[config.mk]
export PLATFORM = sky130hd
export DESIGN_NAME = clock_buffer_frame_manager
export DESIGN_NICKNAME = d
export VERILOG_FILES = /design/src/hdl/cbfm_pkg.sv /design/src/hdl/cbfm_ctrl.sv /design/src/hdl/cbfm_dp.sv /design/src/hdl/clock_buffer_frame_manager.sv
export SDC_FILE = /design/constraint.sdc
export NUM_CORES = 2
export LEC_CHECK = 0
export BUFFER_PORTS_ARGS = -buffer_cell sky130_fd_sc_hd__buf_2
export CAP_MARGIN = 20
export CORE_ASPECT_RATIO = 0.7
export CORE_MARGIN = 2
export CORE_UTILIZATION = 50
export DETAILED_ROUTE_END_ITERATION = 7
export GPL_TIMING_DRIVEN = 0
export PLACE_DENSITY_LB_ADDON = 0.08
export SLEW_MARGIN = 30
export SYNTH_ARGS = -nofsm -noshare
export SYNTH_HDL_FRONTEND = slang
export SYNTH_SLANG_ARGS = --single-unit
[constraint.sdc]
create_clock -name clk -period 6.15 [get_ports clk]
set_input_delay 0.9225 -clock clk [delete_from_list [all_inputs] [get_ports clk]]
set_output_delay 0.9225 -clock clk [all_outputs]
set_load 0.01 [all_outputs]
[src/hdl/cbfm_pkg.sv]
// shared types, codes and controller interface of the clock buffer frame manager
package cbfm_pkg;

  localparam int NUM_FRAMES_DEF = 16;
  localparam int FRAME_W        = 6;
  localparam int TAG_W          = 40;

  localparam logic [2:0] FN_READ    = 3'd0;
  localparam logic [2:0] FN_UNPIN   = 3'd1;
  localparam logic [2:0] FN_ALLOC   = 3'd2;
  localparam logic [2:0] FN_DISPOSE = 3'd3;
  localparam logic [2:0] FN_FLUSH   = 3'd4;

  localparam logic [2:0] ST_HIT        = 3'd0;
  localparam logic [2:0] ST_ALLOCATED  = 3'd1;
  localparam logic [2:0] ST_EXCEEDED   = 3'd2;
  localparam logic [2:0] ST_NOT_PINNED = 3'd3;
  localparam logic [2:0] ST_NOT_FOUND  = 3'd4;
  localparam logic [2:0] ST_PINNED     = 3'd5;

  typedef struct packed {
    logic [2:0]  func;
    logic [7:0]  file_id;
    logic [31:0] page_no;
    logic        set_dirty;
  } req_t;

  typedef struct packed {
    logic [2:0]         status;
    logic [FRAME_W-1:0] frame;
    logic               disk_read;
    logic               writeback;
    logic [7:0]         wb_file;
    logic [31:0]        wb_page;
    logic               last;
  } rsp_t;

  // controller to datapath
  typedef struct packed {
    logic load;
    logic find;
    logic dispatch;
    logic sweep;
    logic swrd;
    logic flrd;
    logic flchk;
    logic flend;
  } cmd_t;

  // datapath to controller
  typedef struct packed {
    logic find_done;
    logic found;
    logic is_rdal;
    logic is_flush;
    logic out_busy;
    logic sw_take;
    logic sw_exh;
    logic fl_stop;
    logic fl_end;
  } sts_t;

endpackage

[src/hdl/cbfm_ctrl.sv]
// sequencing state machine of the frame manager
module cbfm_ctrl (
  input  logic           clk,
  input  logic           rst,
  input  logic           req_valid,
  output logic           req_stall,
  input  cbfm_pkg::sts_t sts,
  output cbfm_pkg::cmd_t cmd
);

  typedef enum logic [6:0] {
    S_IDLE  = 7'b0000001,
    S_FIND  = 7'b0000010,
    S_SWEEP = 7'b0000100,
    S_SWRD  = 7'b0001000,
    S_FLRD  = 7'b0010000,
    S_FLCHK = 7'b0100000,
    S_FLEND = 7'b1000000
  } state_t;

  state_t state, state_next;

  always_ff @(posedge clk) begin
    if (rst) begin
      state <= S_IDLE;
    end else begin
      state <= state_next;
    end
  end

  assign req_stall = (state != S_IDLE);

  always_comb begin
    state_next = state;
    cmd        = '0;
    case (state)
      S_IDLE: begin
        if (req_valid) begin
          cmd.load   = 1'b1;
          state_next = S_FIND;
        end
      end
      S_FIND: begin
        cmd.find = 1'b1;
        if (sts.find_done && !sts.out_busy) begin
          cmd.dispatch = 1'b1;
          if (sts.is_rdal && !sts.found) begin
            state_next = S_SWEEP;
          end else if (sts.is_flush) begin
            state_next = S_FLRD;
          end else begin
            state_next = S_IDLE;
          end
        end
      end
      S_SWEEP: begin
        if (!sts.out_busy) begin
          cmd.sweep = 1'b1;
          if (sts.sw_take) begin
            state_next = S_SWRD;
          end else if (sts.sw_exh) begin
            state_next = S_IDLE;
          end
        end
      end
      S_SWRD: begin
        if (!sts.out_busy) begin
          cmd.swrd   = 1'b1;
          state_next = S_IDLE;
        end
      end
      S_FLRD: begin
        if (!sts.out_busy) begin
          cmd.flrd   = 1'b1;
          state_next = S_FLCHK;
        end
      end
      S_FLCHK: begin
        cmd.flchk = 1'b1;
        if (sts.fl_stop) begin
          state_next = S_IDLE;
        end else if (sts.fl_end) begin
          state_next = S_FLEND;
        end else begin
          state_next = S_FLRD;
        end
      end
      S_FLEND: begin
        if (!sts.out_busy) begin
          cmd.flend  = 1'b1;
          state_next = S_IDLE;
        end
      end
      default: begin
        state_next = S_IDLE;
      end
    endcase
  end

endmodule

[src/hdl/cbfm_dp.sv]
// frame table, tag memory, clock hand and result register
module cbfm_dp #(
  parameter int NUM_FRAMES = cbfm_pkg::NUM_FRAMES_DEF
) (
  input  logic           clk,
  input  logic           rst,
  input  cbfm_pkg::req_t req,
  input  cbfm_pkg::cmd_t cmd,
  output cbfm_pkg::sts_t sts,
  output logic           rsp_valid,
  input  logic           rsp_stall,
  output cbfm_pkg::rsp_t rsp
);

  localparam int IW = $clog2(NUM_FRAMES);
  localparam int CW = IW + 2;
  localparam logic [CW-1:0] N_C    = CW'(NUM_FRAMES);
  localparam logic [CW-1:0] SW_MAX = CW'(2 * NUM_FRAMES - 1);
  localparam logic [CW-1:0] FL_MAX = CW'(NUM_FRAMES - 1);
  localparam logic [IW-1:0] H_MAX  = IW'(NUM_FRAMES - 1);

  // tag memory, contents undefined until a frame is taken
  logic [cbfm_pkg::TAG_W-1:0] tag_mem [NUM_FRAMES];
  logic [cbfm_pkg::TAG_W-1:0] rd_data;
  logic [IW-1:0]              rd_addr, addr_q;

  logic [NUM_FRAMES-1:0] fvalid, fref, fdirty;
  logic [7:0]            pins [NUM_FRAMES];
  logic [IW-1:0]         hand;

  cbfm_pkg::req_t r;
  logic [CW-1:0]  cnt;
  logic           pv, found, wbf;
  logic [IW-1:0]  pidx, fidx, victim;
  cbfm_pkg::rsp_t pend;
  logic           pend_v;

  logic [IW-1:0]  h, ci;
  logic           take, fl_match, fl_pinned, tag_hit;
  cbfm_pkg::rsp_t item;

  // single final result with status and frame only
  function automatic cbfm_pkg::rsp_t short_rsp(logic [2:0] st, logic [IW-1:0] fr);
    cbfm_pkg::rsp_t x;
    x        = '0;
    x.status = st;
    x.frame  = cbfm_pkg::FRAME_W'(fr);
    x.last   = 1'b1;
    return x;
  endfunction

  // same result flagged as the final one
  function automatic cbfm_pkg::rsp_t mark_last(cbfm_pkg::rsp_t x);
    cbfm_pkg::rsp_t y;
    y      = x;
    y.last = 1'b1;
    return y;
  endfunction

  // allocation result, old tag only when a writeback is due
  function automatic cbfm_pkg::rsp_t alloc_rsp(logic [IW-1:0] fr, logic dr, logic wb,
                                               logic [cbfm_pkg::TAG_W-1:0] old_tag);
    cbfm_pkg::rsp_t x;
    x           = '0;
    x.status    = cbfm_pkg::ST_ALLOCATED;
    x.frame     = cbfm_pkg::FRAME_W'(fr);
    x.disk_read = dr;
    x.writeback = wb;
    x.wb_file   = wb ? old_tag[39:32] : 8'd0;
    x.wb_page   = wb ? old_tag[31:0] : 32'd0;
    x.last      = 1'b1;
    return x;
  endfunction

  assign h   = (hand == H_MAX) ? '0 : hand + 1'b1;
  assign ci  = cnt[IW-1:0];
  assign take = !fvalid[h] || (!fref[h] && (pins[h] == 8'd0));
  assign fl_match  = fvalid[ci] && (rd_data[39:32] == r.file_id);
  assign fl_pinned = (pins[ci] != 8'd0);
  assign tag_hit   = fvalid[pidx] && (rd_data == {r.file_id, r.page_no});

  always_comb begin
    rd_addr = addr_q;
    if (cmd.find && (cnt < N_C)) begin
      rd_addr = ci;
    end else if (cmd.sweep) begin
      rd_addr = h;
    end else if (cmd.flrd) begin
      rd_addr = ci;
    end
  end

  always_ff @(posedge clk) begin
    addr_q  <= rd_addr;
    rd_data <= tag_mem[rd_addr];
    if (cmd.swrd) begin
      tag_mem[victim] <= {r.file_id, r.page_no};
    end
  end

  assign sts.find_done = (cnt == N_C) && !pv;
  assign sts.found     = found;
  assign sts.is_rdal   = (r.func == cbfm_pkg::FN_READ) || (r.func == cbfm_pkg::FN_ALLOC);
  assign sts.is_flush  = (r.func == cbfm_pkg::FN_FLUSH);
  assign sts.out_busy  = rsp_valid;
  assign sts.sw_take   = take;
  assign sts.sw_exh    = !take && (cnt == SW_MAX);
  assign sts.fl_stop   = fl_match && fl_pinned && !pend_v;
  assign sts.fl_end    = (fl_match && fl_pinned && pend_v) ||
                         (!(fl_match && fl_pinned) && (cnt == FL_MAX));

  always_comb begin
    item = '0;
    item.frame = cbfm_pkg::FRAME_W'(ci);
    if (fl_pinned) begin
      item.status = cbfm_pkg::ST_PINNED;
    end else begin
      item.status    = cbfm_pkg::ST_HIT;
      item.writeback = 1'b1;
      item.wb_file   = rd_data[39:32];
      item.wb_page   = rd_data[31:0];
    end
  end

  always_ff @(posedge clk) begin
    if (rst) begin
      fvalid    <= '0;
      fref      <= '0;
      fdirty    <= '0;
      hand      <= H_MAX;
      rsp_valid <= 1'b0;
      pend_v    <= 1'b0;
      pv        <= 1'b0;
      for (int i = 0; i < NUM_FRAMES; i++) begin
        pins[i] <= 8'd0;
      end
    end else begin
      if (rsp_valid && !rsp_stall) begin
        rsp_valid <= 1'b0;
      end
      if (cmd.load) begin
        r      <= req;
        cnt    <= '0;
        pv     <= 1'b0;
        found  <= 1'b0;
        pend_v <= 1'b0;
      end
      if (cmd.find) begin
        if (cnt < N_C) begin
          pv   <= 1'b1;
          pidx <= ci;
          cnt  <= cnt + 1'b1;
        end else begin
          pv <= 1'b0;
        end
        if (pv && tag_hit && !found) begin
          found <= 1'b1;
          fidx  <= pidx;
        end
      end
      if (cmd.dispatch) begin
        cnt <= '0;
        if (sts.is_rdal) begin
          if (found) begin
            fref[fidx] <= 1'b1;
            if (pins[fidx] != 8'hff) begin
              pins[fidx] <= pins[fidx] + 8'd1;
            end
            rsp       <= short_rsp(cbfm_pkg::ST_HIT, fidx);
            rsp_valid <= 1'b1;
          end
        end else if (r.func == cbfm_pkg::FN_UNPIN) begin
          rsp_valid <= 1'b1;
          if (!found) begin
            rsp <= short_rsp(cbfm_pkg::ST_NOT_FOUND, '0);
          end else if (pins[fidx] == 8'd0) begin
            rsp <= short_rsp(cbfm_pkg::ST_NOT_PINNED, fidx);
          end else begin
            pins[fidx] <= pins[fidx] - 8'd1;
            if (r.set_dirty) begin
              fdirty[fidx] <= 1'b1;
            end
            rsp <= short_rsp(cbfm_pkg::ST_HIT, fidx);
          end
        end else if (r.func == cbfm_pkg::FN_DISPOSE) begin
          rsp_valid <= 1'b1;
          if (!found) begin
            rsp <= short_rsp(cbfm_pkg::ST_NOT_FOUND, '0);
          end else begin
            fvalid[fidx] <= 1'b0;
            fref[fidx]   <= 1'b0;
            fdirty[fidx] <= 1'b0;
            pins[fidx]   <= 8'd0;
            rsp          <= short_rsp(cbfm_pkg::ST_HIT, fidx);
          end
        end else if (!sts.is_flush) begin
          rsp_valid <= 1'b1;
          rsp       <= short_rsp(cbfm_pkg::ST_NOT_FOUND, '0);
        end
      end
      if (cmd.sweep) begin
        hand <= h;
        cnt  <= cnt + 1'b1;
        if (take) begin
          victim    <= h;
          wbf       <= fvalid[h] && fdirty[h];
          fvalid[h] <= 1'b1;
          fref[h]   <= 1'b1;
          fdirty[h] <= 1'b0;
          pins[h]   <= 8'd1;
        end else begin
          fref[h] <= 1'b0;
          if (cnt == SW_MAX) begin
            rsp       <= short_rsp(cbfm_pkg::ST_EXCEEDED, '0);
            rsp_valid <= 1'b1;
          end
        end
      end
      if (cmd.swrd) begin
        rsp       <= alloc_rsp(victim, (r.func == cbfm_pkg::FN_READ), wbf, rd_data);
        rsp_valid <= 1'b1;
      end
      if (cmd.flchk) begin
        if (fl_match && fl_pinned) begin
          if (pend_v) begin
            rsp       <= pend;
            rsp_valid <= 1'b1;
            pend      <= item;
          end else begin
            rsp       <= mark_last(item);
            rsp_valid <= 1'b1;
          end
        end else begin
          cnt <= cnt + 1'b1;
          if (fl_match) begin
            fvalid[ci] <= 1'b0;
            fref[ci]   <= 1'b0;
            fdirty[ci] <= 1'b0;
            pins[ci]   <= 8'd0;
            if (fdirty[ci]) begin
              if (pend_v) begin
                rsp       <= pend;
                rsp_valid <= 1'b1;
              end
              pend   <= item;
              pend_v <= 1'b1;
            end
          end
        end
      end
      if (cmd.flend) begin
        if (pend_v) begin
          rsp <= mark_last(pend);
        end else begin
          rsp <= short_rsp(cbfm_pkg::ST_HIT, '0);
        end
        rsp_valid <= 1'b1;
        pend_v    <= 1'b0;
      end
    end
  end

  a_hand_range: assert property (@(posedge clk) disable iff (rst)
    hand <= H_MAX)
    else $error("clock hand out of range");

  a_take_valid: assert property (@(posedge clk) disable iff (rst)
    (cmd.sweep && take) |=> fvalid[victim] && (pins[victim] == 8'd1))
    else $error("taken frame not marked resident and pinned");

  a_dispatch_empty: assert property (@(posedge clk) disable iff (rst)
    (cmd.dispatch || cmd.swrd || cmd.flend) |-> !rsp_valid)
    else $error("result register loaded while occupied");

  a_pend_flush: assert property (@(posedge clk) disable iff (rst)
    pend_v |-> (r.func == cbfm_pkg::FN_FLUSH))
    else $error("pending flush result outside flush");

endmodule

[src/hdl/clock_buffer_frame_manager.sv]
// top level of the clock replacement buffer frame manager
// Each request transaction is looked up by scanning the tag memory one frame per
// cycle. A read or allocate miss then runs the clock sweep at one frame per cycle,
// up to 2*NUM_FRAMES steps, and then reads the victim's old tag for a writeback.
// A flush walks the frames, each with a tag memory read and then a check, and may
// issue several result transactions, the last one flagged. The lookup scan over
// the single tag memory read port sets the floor of the time per request. One
// request is in work at a time; a new request is taken as soon as the previous
// one has queued its final result, even while that result still waits to be
// taken. No clearing pass after reset: frame marks sit in flip-flops that reset
// clears.
module clock_buffer_frame_manager #(
  parameter int NUM_FRAMES = cbfm_pkg::NUM_FRAMES_DEF
) (
  input  logic           clk,
  input  logic           rst,
  // request channel
  input  logic           req_valid,
  output logic           req_stall,
  input  cbfm_pkg::req_t req,
  // result channel
  output logic           rsp_valid,
  input  logic           rsp_stall,
  output cbfm_pkg::rsp_t rsp
);

  cbfm_pkg::cmd_t cmd;
  cbfm_pkg::sts_t sts;

  // controller: lookup, sweep and flush sequencing
  cbfm_ctrl u_ctrl (
    .clk       (clk),
    .rst       (rst),
    .req_valid (req_valid),
    .req_stall (req_stall),
    .sts       (sts),
    .cmd       (cmd)
  );

  // datapath: frame marks, tags, hand and result register
  cbfm_dp #(
    .NUM_FRAMES (NUM_FRAMES)
  ) u_dp (
    .clk       (clk),
    .rst       (rst),
    .req       (req),
    .cmd       (cmd),
    .sts       (sts),
    .rsp_valid (rsp_valid),
    .rsp_stall (rsp_stall),
    .rsp       (rsp)
  );

endmodule

==> flow_metrics.env <==
export IMPL_unrepaired_setup_endpoints_after_global_routing="no"
export IMPL_routed_via_count=32200
export IMPL_synth_enable_flop_cells=930
export IMPL_fin_skew_ns=0.0241
export IMPL_report_final_setup_viol=0
export IMPL_crit_path_end_kind="flip-flop"
export IMPL_drcViolationCount=0
export IMPL_number_of_search_and_repair_iterations_in_the_first_detailed_routing_pass=6
export IMPL_timing_final_ws_setup_ns=0.188
export IMPL_final_max_slew_violation_count=0
export IMPL_worst_setup_path_start_kind="flip-flop"
export IMPL_rows=91
export IMPL_initialDrtViolationCount=5167
export IMPL_tritoncts="done"
export IMPL_final_period_utilization_pct=96.9
export IMPL_cell_type_with_the_largest_total_area_after_synthesis="sky130_fd_sc_hd__edfxtp_1"
export IMPL_power_density_mw_per_mm2=342
export IMPL_max_slew_margin_pct=29.9
export IMPL_cap_viol_max_count=0
export IMPL_antenna_violating_nets_post_route=0
export IMPL_grt_first_pass_wirelength_mm=208
export IMPL_post_synthesis_net_count=3577
export IMPL_clock_fmax_ghz=0.168
export IMPL_gr_usage_all_layers_pct=31.4
export IMPL_drive_gt1_share_pct=13.5
export IMPL_placement_io_buffers=100
export IMPL_cts_hold_buf=0
export IMPL_fin_cells=5030
export IMPL_routed_wire_length_per_instance_microns=28.8
export IMPL_finalCriticalPeriod_ns=5.96
export IMPL_yosys_warnings=0
export IMPL_post_place_ws_ns=-0.259
export IMPL_clock_transition_at_the_registers_of_the_reported_paths_ns=0.06
export IMPL_stdcell_area_sq_mm=0.0512
export IMPL_crit_path_cell_trace="inv_1, ha_1, clkbuf_1, clkbuf_1, mux4_2, nand3_1, nand3_1, o32a_1, a21oi_2, a2bb2oi_2, nand3_1, buf_2, o21ai_1"
export IMPL_worstPathMaxFanout=11
export IMPL_cp_data_arrival_time_ns=6.30
export IMPL_clock_root_buffer="sky130_fd_sc_hd__clkbuf_16"
export IMPL_num_io_pins=102
export IMPL_synth_area_leaders="sky130_fd_sc_hd__edfxtp_1 63%, sky130_fd_sc_hd__nand2_1 5.5%, sky130_fd_sc_hd__dfxtp_1 5.1%, sky130_fd_sc_hd__mux4_2 2.8%, sky130_fd_sc_hd__a311oi_1 2.4%"
export IMPL_synth_async_sr_flop_share_pct=0
export IMPL_cts_htree_levels=3
export IMPL_crit_path_frequent_cell="sky130_fd_sc_hd__nand3_1"
export IMPL_crit_path_max_incr_delay_ns=0.73
export IMPL_start_util_pct=50.5
export IMPL_synthDistinctLibCells=87
export IMPL_antenna_violations_before_repair=6
export IMPL_height_of_the_chip_microns=254
export IMPL_clock_path_buffers=3
export IMPL_worst_pin_slew_ns=1.05
export IMPL_area_grow_syn2layout_pct=14.9
export IMPL_final_core_utilization_pct=58.1
export IMPL_worstHoldPathType="input pin to flip-flop"
export IMPL_synthesis_area_per_instance_sq_um=12.7
export IMPL_synthCells=3517
export IMPL_overflow=0
export IMPL_post_drt_via_cell_ratio=6.39
export IMPL_clock_insertion_delay_worst_skew_ns=0.71
export IMPL_dp_cells=4843
export IMPL_finalNetCount=3843
export IMPL_dpl_instance_area_sq_mm=0.0477
export IMPL_chipWidth_microns=361
export IMPL_cts_sink_count=1044
export IMPL_ys_ff_latch=1044
export IMPL_share_of_synthesized_area_occupied_by_flip_flops_and_latches_pct=67.7
export IMPL_drt_total_wl_mm=145
export IMPL_hold_path_depth=1
export IMPL_final_layout_fill_cell_count=7005
export IMPL_synth_cell_area_sq_mm=0.0446
export IMPL_synth_largest_type_area_fraction_pct=62.6
export IMPL_core_area_sq_mm=0.0882
export IMPL_first_global_vias=29800
export IMPL_cp_required_ns=6.48
export IMPL_area_of_the_die_sq_mm=0.0916
export IMPL_dpl_hpwl_mm=104
export IMPL_synth_top_flop_cell="sky130_fd_sc_hd__edfxtp_1"
export IMPL_n_antenna_cell=0
export IMPL_report_final_hold_viol_count=0
export IMPL_reg2reg_depth=13
export IMPL_cts_buffers_inserted=101
export IMPL_maximum_number_of_pins_on_one_net_before_global_route_repair=39
export IMPL_report_power_total_mw=17.5
export IMPL_criticalPathCategory="flip-flop to flip-flop"
export IMPL_cpMaxStageDelayCell="sky130_fd_sc_hd__clkbuf_1"
export IMPL_routabilityCongestion=0.969
export IMPL_outcome="finished clean"
export IMPL_ir_worst_vdd_mv=0.327
export IMPL_power_static_leakage_nw=17.1
[cell type report]
| type | count | area, sq um | area share [%] |
|---|---|---|---|
| clock inverters | 68 | 767 | 1.50 |
| well taps | 1162 | 1450 | 2.84 |
| flip-flops and latches | 1044 | 30200 | 59.0 |
| repair buffers | 164 | 1470 | 2.86 |
| inverters | 21 | 78.8 | 0.154 |
| plain buffers | 260 | 1080 | 2.11 |
| clock buffers | 120 | 2690 | 5.26 |
| multi-input cells | 2191 | 13500 | 26.3 |
[Yosys cell counts, types with 10 or more instances]
library cell               count
sky130_fd_sc_hd__edfxtp_1    930
sky130_fd_sc_hd__nand2_1     651
sky130_fd_sc_hd__nand3_1     207
sky130_fd_sc_hd__clkbuf_1    199
sky130_fd_sc_hd__nor3_1      154
sky130_fd_sc_hd__a311oi_1    120
sky130_fd_sc_hd__nor2_1      117
sky130_fd_sc_hd__dfxtp_1     114
sky130_fd_sc_hd__a21oi_1     104
sky130_fd_sc_hd__nor2b_1      95
sky130_fd_sc_hd__o21ai_0      93
sky130_fd_sc_hd__a211oi_1     84
sky130_fd_sc_hd__a22oi_1      66
sky130_fd_sc_hd__mux4_2       56
sky130_fd_sc_hd__a31oi_1      54
sky130_fd_sc_hd__and3_1       50
sky130_fd_sc_hd__buf_2        39
sky130_fd_sc_hd__nor4_1       35
sky130_fd_sc_hd__xnor2_1      31
sky130_fd_sc_hd__nor3_2       21
sky130_fd_sc_hd__mux2i_1      19
sky130_fd_sc_hd__xor2_1       19
sky130_fd_sc_hd__buf_1        18
sky130_fd_sc_hd__inv_1        17
sky130_fd_sc_hd__nand2b_1     15
sky130_fd_sc_hd__nand4_1      15
sky130_fd_sc_hd__ha_1         12
sky130_fd_sc_hd__and2_1       11
sky130_fd_sc_hd__o31ai_1      10
[stage by stage]
| step | TNS (ns) | hold slack (ns) |
|---|---|---|
| after floorplan | 0 | 0.424 |
| after global placement | -567.68 | 0.431 |
| after detailed placement | -3.64 | 0.444 |
| after CTS | -0.0201 | 0.346 |
| after global routing | 0 | 0.352 |
| final | 0 | 0.391 |
[worst max-delay path, delay by kind of cell, from the launching register on]
| kind | cells | cell delay, ns |
|---|---|---|
| fa+ha+maj | 1 | 0.42 |
| compound gates | 4 | 1.58 |
| simple gates | 3 | 0.98 |
| flops | 1 | 0.56 |
| buf+inv | 4 | 1.60 |
| mux | 1 | 0.42 |
[power by group]
| part | switching (mW) | total, mW | internal (mW) |
|---|---|---|---|
| sequential | 0.303 | 8.23 | 7.93 |
| combinational | 2.02 | 2.78 | 0.756 |
| clock | 2.78 | 6.51 | 3.73 |
| total | 5.10 | 17.5 | 12.4 |
[cell families (layout without fill, tap and decap cells)]
family	count (synthesis)	in the layout	synth area share, %
DFF	1044	1044	67.7
muxes	87	87	3.66
adders and majority gates	13	13	0.359
AOI/OAI and AO/OA	616	616	9.64
and+or+nand+nor	1425	1425	15.1
buffers and inverters	282	633	2.57
xor gates and xnor gates	50	50	0.982
[path summary, 6_finish.rpt]
kind	endpoint	slack, ns	from
setup / recovery	u_dp.pins[5][2]	0.19	u_dp.hand[0]
hold / removal	u_dp.r[23]	0.39	req[23]
setup reg to reg	u_dp.pins[5][2]	0.19	u_dp.hand[0]
hold reg to reg	u_dp.fidx[1]	0.47	u_dp.pidx[1]
[per-layer routing]
layer  vias to the layer above  GRT usage (%)  wire, microns
met5                         -              0              7
met1                     16100           49.7          64500
met2                      1902           42.9          59100
met3                       217           8.09          18200
met4                         2           7.18           3230
li1                      14000              -              -
[repair_timing]
item | 4_1_cts | 5_1_grt
resized for setup | 5 | 11
setup buffers | 0 | 0
setup endpoints to repair | 36 | 163
gates cloned | 0 | 0
pin swaps | 0 | 0
[sequential cells by signal, summed over array words and instances, names as in the netlist, 4 cells and up, named ones only]
signal / flops
u_ctrl.state: 7
u_dp.fref: 16
u_dp.r: 44
u_dp.rsp: 52
u_dp.pidx: 4
u_dp.addr_q: 4
u_dp.victim: 4
u_dp.fidx: 4
u_dp.rd_data: 40
u_dp.tag_mem: 640
u_dp.pins: 128
u_dp.hand: 4
u_dp.fvalid: 16
u_dp.fdirty: 16
u_dp.cnt: 6
u_dp.pend: 46
[layout by cell type, fill, tap and decap left out, types with 16 or more instances in the layout]
cell type / netlist / final
sky130_fd_sc_hd__mux2i_1: 19 / 19
sky130_fd_sc_hd__clkinv_1: 1 / 18
sky130_fd_sc_hd__dfxtp_1: 114 / 114
sky130_fd_sc_hd__edfxtp_1: 930 / 930
sky130_fd_sc_hd__a211oi_1: 84 / 84
sky130_fd_sc_hd__o21ai_1: 5 / 16
sky130_fd_sc_hd__a21oi_1: 104 / 104
sky130_fd_sc_hd__and3_1: 50 / 50
sky130_fd_sc_hd__nor2_1: 117 / 104
sky130_fd_sc_hd__clkinv_2: 0 / 24
sky130_fd_sc_hd__nor4_1: 35 / 30
sky130_fd_sc_hd__nand3_1: 207 / 207
sky130_fd_sc_hd__buf_2: 39 / 140
sky130_fd_sc_hd__a22oi_1: 66 / 63
sky130_fd_sc_hd__inv_1: 17 / 17
sky130_fd_sc_hd__buf_4: 0 / 31
sky130_fd_sc_hd__nor3_1: 154 / 147
sky130_fd_sc_hd__buf_1: 18 / 17
sky130_fd_sc_hd__clkbuf_16: 0 / 104
sky130_fd_sc_hd__clkbuf_1: 199 / 203
sky130_fd_sc_hd__mux4_2: 56 / 56
sky130_fd_sc_hd__xnor2_1: 31 / 31
sky130_fd_sc_hd__a31oi_1: 54 / 54
sky130_fd_sc_hd__xor2_1: 19 / 19
sky130_fd_sc_hd__a311oi_1: 120 / 120
sky130_fd_sc_hd__nand2_1: 651 / 651
sky130_fd_sc_hd__o21ai_0: 93 / 78
sky130_fd_sc_hd__buf_16: 0 / 17
sky130_fd_sc_hd__nor2b_1: 95 / 95
sky130_fd_sc_hd__nor3_2: 21 / 27
Note: power is estimated with default switching activity, not from simulation.
